--- config.mk ---
export PLATFORM = sky130hd
export DESIGN_NAME = array_linked_list_byte_deque_unit
export DESIGN_NICKNAME = d
export VERILOG_FILES = /design/src/hw/rtl/alld_pkg.sv /design/src/hw/rtl/alld_datapath.sv /design/src/hw/rtl/alld_ctrl.sv /design/src/hw/rtl/array_linked_list_byte_deque_unit.sv
export SDC_FILE = /design/constraint.sdc
export NUM_CORES = 1
export LEC_CHECK = 0
export BUFFER_PORTS_ARGS = -buffer_cell sky130_fd_sc_hd__buf_2
export CORE_MARGIN = 4
export CORE_UTILIZATION = 35
export CTS_CLUSTER_SIZE = 25
export DETAILED_ROUTE_END_ITERATION = 8
export GPL_TIMING_DRIVEN = 0
export PLACE_DENSITY = 0.61
export SLEW_MARGIN = 5
export SYNTH_ARGS = -nofsm -noshare
export SYNTH_HDL_FRONTEND = slang
export SYNTH_SLANG_ARGS = --single-unit
--- constraint.sdc ---
create_clock -name clk -period 9.4 [get_ports clk]
set_clock_uncertainty 0.15 [all_clocks]
set_input_delay 0 -clock clk [delete_from_list [all_inputs] [get_ports clk]]
set_output_delay 0 -clock clk [all_outputs]
set_load 0.01 [all_outputs]
--- src/hw/rtl/alld_pkg.sv ---
// ----------------------------------------------------------------------------
// alld_pkg: shared types and constants for the linked-list byte deque
// Holds the transaction payload types, opcode and status codes, and the
// command and status groups exchanged between controller and datapath.
// ----------------------------------------------------------------------------
package alld_pkg;

  // Default number of list nodes.
  localparam int DEPTH_DEF = 64;

  // Fixed payload field widths.
  localparam int OP_W   = 2;
  localparam int BYTE_W = 8;
  localparam int STAT_W = 2;
  localparam int LEN_W  = 7;

  // Operation codes.
  localparam logic [OP_W-1:0] OP_APPEND = 2'd0;
  localparam logic [OP_W-1:0] OP_FRONT  = 2'd1;
  localparam logic [OP_W-1:0] OP_BACK   = 2'd2;
  localparam logic [OP_W-1:0] OP_NONE   = 2'd3;

  // Result status codes.
  localparam logic [STAT_W-1:0] ST_OK    = 2'd0;
  localparam logic [STAT_W-1:0] ST_FULL  = 2'd1;
  localparam logic [STAT_W-1:0] ST_EMPTY = 2'd2;

  // Input transaction payload.
  typedef struct packed {
    logic [OP_W-1:0]   opcode;
    logic [BYTE_W-1:0] data_in;
  } in_item_t;

  // Result transaction payload.
  typedef struct packed {
    logic [BYTE_W-1:0] data_out;
    logic [STAT_W-1:0] status;
    logic [LEN_W-1:0]  length;
  } out_item_t;

  // Datapath actions requested by the controller, at most one per cycle.
  typedef struct packed {
    logic accept;
    logic app_link;
    logic walk;
    logic back_fix;
    logic front;
    logic emit;
  } dp_cmd_t;

  // Datapath conditions that steer the controller.
  typedef struct packed {
    logic [OP_W-1:0] op_in;
    logic            direct;
    logic            op_append;
    logic            head_null;
    logic            link_null;
    logic            pred_null;
    logic            out_free;
  } dp_sts_t;

endpackage

--- src/hw/rtl/alld_datapath.sv ---
// ----------------------------------------------------------------------------
// alld_datapath: node memories, list pointers and result register
// Keeps the data and link memories, the head, free-head and count
// registers, the chain walk pointers, and the output register. It carries
// out whatever single action the controller asks for in a cycle.
// ----------------------------------------------------------------------------
module alld_datapath
  import alld_pkg::*;
#(
  parameter int DEPTH = DEPTH_DEF
) (
  input  logic      clk,
  input  logic      rst_n,
  input  in_item_t  in_data,
  input  dp_cmd_t   cmd,
  output dp_sts_t   sts,
  output logic      out_valid,
  input  logic      out_stall,
  output out_item_t out_data
);

  localparam int IW = $clog2(DEPTH + 1);
  localparam int AW = $clog2(DEPTH);
  localparam logic [IW-1:0] NULL_IDX = IW'(DEPTH);
  localparam logic [IW-1:0] ONE_IDX  = IW'(1);

  // Node memories. Link entries at or above the fill mark were never
  // written and are read back as their implied reset link, which is their index plus one.
  logic [IW-1:0]     link_mem [DEPTH];
  logic [BYTE_W-1:0] data_mem [DEPTH];

  logic [IW-1:0]     head_r, head_nxt;
  logic [IW-1:0]     free_r, free_nxt;
  logic [IW-1:0]     count_r, count_nxt;
  logic [IW-1:0]     fill_r, fill_nxt;
  logic [IW-1:0]     cur_r, cur_nxt;
  logic [IW-1:0]     pred_r, pred_nxt;
  logic [IW-1:0]     new_r, new_nxt;
  logic [OP_W-1:0]   op_r, op_nxt;
  logic [BYTE_W-1:0] byte_r, byte_nxt;
  logic [BYTE_W-1:0] pend_data_r, pend_data_nxt;
  logic [STAT_W-1:0] pend_status_r, pend_status_nxt;
  logic [IW-1:0]     rd_addr_r;
  logic              rd_fresh_r;
  logic [IW-1:0]     link_q_r;
  logic [BYTE_W-1:0] data_q_r;
  logic              out_valid_r, out_valid_nxt;
  out_item_t         out_data_r, out_data_nxt;

  logic              rd_en;
  logic [IW-1:0]     rd_addr;
  logic              wr_link_en;
  logic [IW-1:0]     wr_link_addr;
  logic [IW-1:0]     wr_link_val;
  logic              wr_data_en;
  logic [IW-1:0]     link_raw;
  logic              link_null;
  logic [IW-1:0]     link_eff;
  logic              is_full;
  logic              is_empty;

  // Link read back from the last memory read, with untouched entries
  // replaced by their reset link and out-of-range values taken as null.
  assign link_raw  = rd_fresh_r ? (rd_addr_r + ONE_IDX) : link_q_r;
  assign link_null = (link_raw >= NULL_IDX);
  assign link_eff  = link_null ? NULL_IDX : link_raw;

  assign is_full  = (count_r >= NULL_IDX) || (free_r >= NULL_IDX);
  assign is_empty = (count_r == '0) || (head_r >= NULL_IDX);

  // Status toward the controller.
  always_comb begin
    sts.op_in     = in_data.opcode;
    sts.direct    = (in_data.opcode == OP_NONE) ||
                    ((in_data.opcode == OP_APPEND) && is_full) ||
                    ((in_data.opcode == OP_FRONT || in_data.opcode == OP_BACK) && is_empty);
    sts.op_append = (op_r == OP_APPEND);
    sts.head_null = (head_r >= NULL_IDX);
    sts.link_null = link_null;
    sts.pred_null = (pred_r >= NULL_IDX);
    sts.out_free  = !out_valid_r || !out_stall;
  end

  // Action decode.
  always_comb begin
    head_nxt        = head_r;
    free_nxt        = free_r;
    count_nxt       = count_r;
    cur_nxt         = cur_r;
    pred_nxt        = pred_r;
    new_nxt         = new_r;
    op_nxt          = op_r;
    byte_nxt        = byte_r;
    pend_data_nxt   = pend_data_r;
    pend_status_nxt = pend_status_r;
    rd_en           = 1'b0;
    rd_addr         = head_r;
    wr_link_en      = 1'b0;
    wr_link_addr    = cur_r;
    wr_link_val     = NULL_IDX;
    wr_data_en      = 1'b0;

    if (cmd.accept) begin
      // Latch the transaction, judge errors and fetch the first node.
      op_nxt        = in_data.opcode;
      byte_nxt      = in_data.data_in;
      pend_data_nxt = '0;
      pend_status_nxt = ST_OK;
      if (in_data.opcode == OP_APPEND && is_full) begin
        pend_status_nxt = ST_FULL;
      end else if ((in_data.opcode == OP_FRONT || in_data.opcode == OP_BACK) && is_empty) begin
        pend_status_nxt = ST_EMPTY;
      end
      rd_en    = 1'b1;
      rd_addr  = (in_data.opcode == OP_APPEND) ? free_r : head_r;
      cur_nxt  = head_r;
      pred_nxt = NULL_IDX;
    end

    if (cmd.app_link) begin
      // Take the free node, fill it and terminate it.
      new_nxt      = free_r;
      free_nxt     = link_eff;
      wr_link_en   = 1'b1;
      wr_link_addr = free_r;
      wr_link_val  = NULL_IDX;
      wr_data_en   = 1'b1;
      if (head_r >= NULL_IDX) begin
        head_nxt  = free_r;
        count_nxt = count_r + ONE_IDX;
      end else begin
        rd_en   = 1'b1;
        rd_addr = head_r;
      end
    end

    if (cmd.walk) begin
      if (!link_null) begin
        // Step one node further along the chain.
        pred_nxt = cur_r;
        cur_nxt  = link_eff;
        rd_en    = 1'b1;
        rd_addr  = link_eff;
      end else if (op_r == OP_APPEND) begin
        // Tail found: hang the new node behind it.
        wr_link_en   = 1'b1;
        wr_link_addr = cur_r;
        wr_link_val  = new_r;
        count_nxt    = count_r + ONE_IDX;
      end else begin
        // Tail found: return it to the free chain.
        pend_data_nxt = data_q_r;
        wr_link_en    = 1'b1;
        wr_link_addr  = cur_r;
        wr_link_val   = free_r;
        free_nxt      = cur_r;
        count_nxt     = count_r - ONE_IDX;
        if (pred_r >= NULL_IDX) begin
          head_nxt = NULL_IDX;
        end
      end
    end

    if (cmd.back_fix) begin
      // The predecessor becomes the new tail.
      wr_link_en   = 1'b1;
      wr_link_addr = pred_r;
      wr_link_val  = NULL_IDX;
    end

    if (cmd.front) begin
      // Unlink the head and push it onto the free chain.
      pend_data_nxt = data_q_r;
      head_nxt      = link_eff;
      wr_link_en    = 1'b1;
      wr_link_addr  = head_r;
      wr_link_val   = free_r;
      free_nxt      = head_r;
      count_nxt     = count_r - ONE_IDX;
    end
  end

  // The fill mark advances when the first untouched node is written.
  assign fill_nxt = (wr_link_en && (wr_link_addr == fill_r)) ? (fill_r + ONE_IDX) : fill_r;

  // Output register.
  always_comb begin
    out_valid_nxt = out_valid_r;
    out_data_nxt  = out_data_r;
    if (cmd.emit) begin
      out_valid_nxt         = 1'b1;
      out_data_nxt.data_out = pend_data_r;
      out_data_nxt.status   = pend_status_r;
      out_data_nxt.length   = LEN_W'(count_r);
    end else if (out_valid_r && !out_stall) begin
      out_valid_nxt = 1'b0;
    end
  end

  // Memory write and registered read ports.
  always_ff @(posedge clk) begin
    if (wr_link_en) begin
      link_mem[wr_link_addr[AW-1:0]] <= wr_link_val;
    end
    if (wr_data_en) begin
      data_mem[free_r[AW-1:0]] <= byte_r;
    end
    if (rd_en) begin
      link_q_r   <= link_mem[rd_addr[AW-1:0]];
      data_q_r   <= data_mem[rd_addr[AW-1:0]];
      rd_addr_r  <= rd_addr;
      rd_fresh_r <= (rd_addr >= fill_r);
    end
  end

  // Control registers.
  always_ff @(posedge clk) begin
    if (!rst_n) begin
      head_r      <= NULL_IDX;
      free_r      <= '0;
      count_r     <= '0;
      fill_r      <= '0;
      out_valid_r <= 1'b0;
    end else begin
      head_r      <= head_nxt;
      free_r      <= free_nxt;
      count_r     <= count_nxt;
      fill_r      <= fill_nxt;
      out_valid_r <= out_valid_nxt;
    end
  end

  // Working and payload registers.
  always_ff @(posedge clk) begin
    cur_r         <= cur_nxt;
    pred_r        <= pred_nxt;
    new_r         <= new_nxt;
    op_r          <= op_nxt;
    byte_r        <= byte_nxt;
    pend_data_r   <= pend_data_nxt;
    pend_status_r <= pend_status_nxt;
    out_data_r    <= out_data_nxt;
  end

  assign out_valid = out_valid_r;
  assign out_data  = out_data_r;

endmodule

--- src/hw/rtl/alld_ctrl.sv ---
// ----------------------------------------------------------------------------
// alld_ctrl: sequencing state machine for the linked-list byte deque
// Accepts one transaction at a time, steps the datapath through the fetch,
// chain walk and write-back of each operation, then hands off the result.
// ----------------------------------------------------------------------------
module alld_ctrl
  import alld_pkg::*;
(
  input  logic    clk,
  input  logic    rst_n,
  input  logic    in_valid,
  output logic    in_stall,
  input  dp_sts_t sts,
  output dp_cmd_t cmd
);

  localparam logic [2:0] S_IDLE     = 3'd0;
  localparam logic [2:0] S_APP_LINK = 3'd1;
  localparam logic [2:0] S_WALK     = 3'd2;
  localparam logic [2:0] S_BACK_FIX = 3'd3;
  localparam logic [2:0] S_FRONT    = 3'd4;
  localparam logic [2:0] S_DONE     = 3'd5;

  logic [2:0] state_r, state_nxt;

  assign in_stall = (state_r != S_IDLE);

  // Next state and datapath command.
  always_comb begin
    state_nxt = state_r;
    cmd       = '0;
    case (state_r)
      S_IDLE: begin
        if (in_valid) begin
          cmd.accept = 1'b1;
          if (sts.direct) begin
            state_nxt = S_DONE;
          end else begin
            case (sts.op_in)
              OP_APPEND: state_nxt = S_APP_LINK;
              OP_FRONT:  state_nxt = S_FRONT;
              default:   state_nxt = S_WALK;
            endcase
          end
        end
      end
      S_APP_LINK: begin
        cmd.app_link = 1'b1;
        state_nxt    = sts.head_null ? S_DONE : S_WALK;
      end
      S_WALK: begin
        cmd.walk = 1'b1;
        if (sts.link_null) begin
          state_nxt = (sts.op_append || sts.pred_null) ? S_DONE : S_BACK_FIX;
        end
      end
      S_BACK_FIX: begin
        cmd.back_fix = 1'b1;
        state_nxt    = S_DONE;
      end
      S_FRONT: begin
        cmd.front = 1'b1;
        state_nxt = S_DONE;
      end
      S_DONE: begin
        if (sts.out_free) begin
          cmd.emit  = 1'b1;
          state_nxt = S_IDLE;
        end
      end
      default: begin
        state_nxt = S_IDLE;
      end
    endcase
  end

  always_ff @(posedge clk) begin
    if (!rst_n) begin
      state_r <= S_IDLE;
    end else begin
      state_r <= state_nxt;
    end
  end

endmodule

--- src/hw/rtl/array_linked_list_byte_deque_unit.sv ---
// Sequence: an error or the unused opcode goes straight to the result, a front removal unlinks
// the head, and an append to a non-empty list or a back removal walks the list to its tail; a
// back removal on a list of more than one node then makes the predecessor the new tail.
// Throughput: one transaction at a time; the chain walk reads one node per cycle through the
// single read port of the link memory.
// Reset: synchronous, active low; the list comes up empty with every node free at once.
// ----------------------------------------------------------------------------
// array_linked_list_byte_deque_unit: byte deque in an array-backed linked list
// Appends at the back and removes from the front or the back of a singly
// linked list of bytes, with freed nodes kept on a free chain.
// ----------------------------------------------------------------------------
module array_linked_list_byte_deque_unit
  import alld_pkg::*;
#(
  parameter int DEPTH = DEPTH_DEF
) (
  input  logic      clk,
  input  logic      rst_n,
  input  logic      in_valid,
  output logic      in_stall,
  input  in_item_t  in_data,
  output logic      out_valid,
  input  logic      out_stall,
  output out_item_t out_data
);

  dp_cmd_t cmd;
  dp_sts_t sts;

  // Sequencer.
  alld_ctrl u_ctrl (
    .clk      (clk),
    .rst_n    (rst_n),
    .in_valid (in_valid),
    .in_stall (in_stall),
    .sts      (sts),
    .cmd      (cmd)
  );

  // Memories, pointers and result register.
  alld_datapath #(
    .DEPTH (DEPTH)
  ) u_datapath (
    .clk       (clk),
    .rst_n     (rst_n),
    .in_data   (in_data),
    .cmd       (cmd),
    .sts       (sts),
    .out_valid (out_valid),
    .out_stall (out_stall),
    .out_data  (out_data)
  );

endmodule

==> impl_metrics.toml <==
[yosys]
synth_top_cell_by_area = "edfxtp_1"
synth_top_cell_area_share_pct = 70.5
yosys_warnings = 0
synthTopCellsByArea = "edfxtp_1 (70%), nand2_1 (5.8%), mux2i_1 (4.8%), dfxtp_1 (2.5%), a31oi_1 (1.6%)"
async_flop_share_pct = 0
synth_nets = 3175
synth_area_um2 = 43400
synthTopCellsByCount = "edfxtp_1 (1019), nand2_1 (675), mux2i_1 (207)"
synth.most_common_cell = "edfxtp_1"
ys_seq_area_share_pct = 73.0
avgSynthCellArea_um2 = 13.8
synth_ff_type = "edfxtp_1"
synth_edf_count = 1019
synth.distinct_cells = 67
synth_seq_cells = 1073
netlist_instances = 3147

[setup_path]
arrival_ns = 6.16
ff2ff_path_depth = 11
r2r_slack_ns = 3.38
required_ns = 9.55
crit_fanout = 10
crit_type = "reg -> reg"
reg2reg_to = "u_datapath.data_q_r[0]$_DFFE_PP_"
critPathLaunchType = "register"
endpoint_kind = "register"
r2r_start = "u_datapath.rd_addr_r[0]$_DFFE_PP_"

[detailed_routing]
drt_iter0_markers = 3715
drt_pass1_iterations = 6
routed-wl-met2_mm = 58.9
wl_met1_mm = 51.7
ant_nets = 0
drt-total-wl_mm = 130
drc = 0
met3_length_mm = 13.9
dr.max_layer_used = "met5"
vias_per_cell = 5.52
vias = 28000
wire_per_inst_um = 25.6

[timing]
period_share_pct = 64.0
setup_viol = 0
finalMaxSlewViolations = 10
fin_crit_ns = 6.02
fin_ws_ns = 3.38
rsz0062_at_grt = "no"
max_slew_margin_pct = -23.5
finalHoldViolCount = 0
finalSetupTns_ns = 0
tightest_slew_ns = 1.81
fmax_ghz = 0.166

[floorplan]
dieArea_um2 = 130000
start_util_pct = 35.4
placementRows = 128
ios = 33
fp.coreArea_um2 = 123000
die_h_um = 360
die_width_um = 360

[hold_path]
worst_hold_path.endpoint = "u_datapath.out_data[5]$_DFFE_PP_"
hold_class = "in -> reg"
hold_depth = 3
hold_path_startpoint = "out_stall"

[global_route]
grt_first_pass_wirelength_mm = 185
grt_pass1_vias = 26800
grt-ovfl-total = 0
antenna_found_initial = 5
grt_use_total_pct = 19.4
grt_max_degree = 65

[pwr]
ir_worst_vdd_uv = 199
p_per_area_nw_per_um2 = 265
p_leak_nw = 17.9
internal_power_w = 0.00914
p_sw_w = 0.00425
comb_power_share_pct = 23.2
swShare_pct = 31.8
pwr-share-clk_pct = 33.3
p_seq_share_pct = 43.5

[final_layout]
area_growth_pct = 16.3
post_route_cells_drive_above_1_share_pct = 10.5
nets = 3386

[clocking]
cts_root_buffer = "clkbuf_16"
cts_buffers = 111
clk_latency_ns = 0.71
cts_setup_buffers = 0
cts_sinks = 1073
htree_levels = 3
clk_pin_slew_ns = 0.06
cts_tree = "built"
ctsLongestPathBuffers = 3

[place]
portBuffers = 32
place_congestion = 0.924
hpwl_mm = 91.1
dp_slack_ns = 3.97

[flow_run]
drv_cap = 6

[outcome]
violations = "capacitance limit, slew limit"
run_status = "finished, violations left"
==> flip-flops by register name, indices dropped and copies added, names as in the netlist, 3 cells and up <==
signal	flops
u_datapath.rd_addr_r	7
u_datapath.out_data	17
u_datapath.pred_r	7
u_datapath.free_r	7
u_datapath.data_q_r	8
u_datapath.byte_r	8
u_datapath.data_mem	512
u_datapath.pend_data_r	8
u_datapath.new_r	7
u_datapath.fill_r	7
u_datapath.link_mem	448
u_datapath.cur_r	7
u_datapath.link_q_r	7
u_ctrl.state_r	3
u_datapath.head_r	7
u_datapath.count_r	7
==> layout make-up <==
| class | count | area, um^2 |
|---|---|---|
| Sequential cell | 1073 | 31700 |
| Inverter | 20 | 75.1 |
| Buffer | 194 | 908 |
| Multi-Input combinational cell | 1860 | 10900 |
| Clock inverter | 78 | 781 |
| Tap cell | 1625 | 2030 |
| Fill cell | 11100 | 72000 |
| Antenna cell | 1 | 2.50 |
| Clock buffer | 131 | 2900 |
| Timing Repair Buffer | 98 | 1250 |
==> cells in the final DEF (no fill, tap or decap), types with 15 or more instances in the layout <==
master	instances
o22ai_1	38
a32oi_1	48
buf_16	23
buf_2	95
a2111oi_0	30
mux2i_1	207
nand3_1	126
a31oi_1	108
buf_4	24
o21ai_0	45
nor2_1	152
a21oi_1	43
dfxtp_1	54
clkinv_2	17
and3_1	101
nand2_1	675
inv_1	15
dlygate4sd3_1	25
clkbuf_1	115
xnor2_1	18
nand2b_1	20
and2_1	21
a211oi_1	16
nor4_1	19
edfxtp_1	1019
clkinv_1	34
clkbuf_16	112
==> power groups by stage <==
stage	Combinational (W)	Sequential, W	Clock [W]
final	0.00311	0.00583	0.00445
after global placement	0.00264	0.00609	0
after floorplan	0.00157	0.00592	0
after CTS	0.00301	0.00582	0.00449
after detailed placement	0.00299	0.00592	0
after global routing	0.00325	0.00585	0.00471
==> routing by layer <==
layer	global-route usage [%]	vias to the layer above
li1	-	12300
met1	26.1	14000
met2	30.5	1435
met3	4.67	274
met4	7.57	4
met5	0	-
==> metrics by stage <==
| step | total power, W | cells | instance area [um^2] | util, % | hold slack (ns) |
|---|---|---|---|---|---|
| finish | 0.0134 | 5080 | 50500 | 41.2 | 0.210 |
| global route | 0.0138 | 5079 | 50500 | 41.2 | 0.220 |
| CTS | 0.0133 | 5078 | 50500 | 41.2 | 0.184 |
| detailed placement | 0.00891 | 4844 | 46500 | 38.0 | 0.0291 |
| global placement | 0.00873 | 4804 | 45600 | 37.2 | 0.0293 |
| floorplan | 0.00750 | 3147 | 43400 | - | -0.0511 |
==> worst max path at each step <==
stage	start	to	slack, ns	cells after the start
after floorplan	u_datapath.rd_addr_r[0]$_DFFE_PP_	u_datapath.link_mem[0][6]$_DFFE_PP_	5.30	8
after global placement	u_datapath.rd_addr_r[0]$_DFFE_PP_	u_datapath.link_mem[28][6]$_DFFE_PP_	1.67	6
after detailed placement	u_datapath.rd_addr_r[0]$_DFFE_PP_	u_datapath.data_q_r[5]$_DFFE_PP_	3.97	11
after CTS	u_datapath.rd_addr_r[0]$_DFFE_PP_	u_datapath.data_q_r[5]$_DFFE_PP_	3.93	11
after global routing	u_ctrl.state_r[2]$_SDFFE_PN0P_	u_datapath.data_q_r[3]$_DFFE_PP_	3.63	12
final	u_datapath.rd_addr_r[0]$_DFFE_PP_	u_datapath.data_q_r[0]$_DFFE_PP_	3.38	11
==> cell families after synthesis <==
logic type / Yosys count / share of synthesized area [%]
XOR/XNOR: 20 / 0.403
flip-flops: 1073 / 73.0
AO/OA/AOI/OAI: 436 / 7.05
AND/OR/NAND/NOR: 1172 / 11.8
adder cells (fa/ha/maj): 14 / 0.403
buffers and inverters: 214 / 2.26
multiplexers: 218 / 5.09
==> worst max-delay path: stages, from the launching register on <==
cell and delay [ns]:
edfxtp_1 0.46, ha_1 0.32, nand4b_1 0.13, mux2i_1 0.10
nor3_1 0.24, buf_2 0.31, o32a_1 0.40, clkbuf_1 0.69
buf_1 0.71, o22ai_1 0.16, a2111oi_0 1.43, nor4_1 0.49
==> timing repair <==
item / in CTS / in global routing
endpoints found under the hold margin: 81 / 0
hold buffers: 25 / 0
resized for setup: 0 / 0
(Power assumes the default switching activity.)
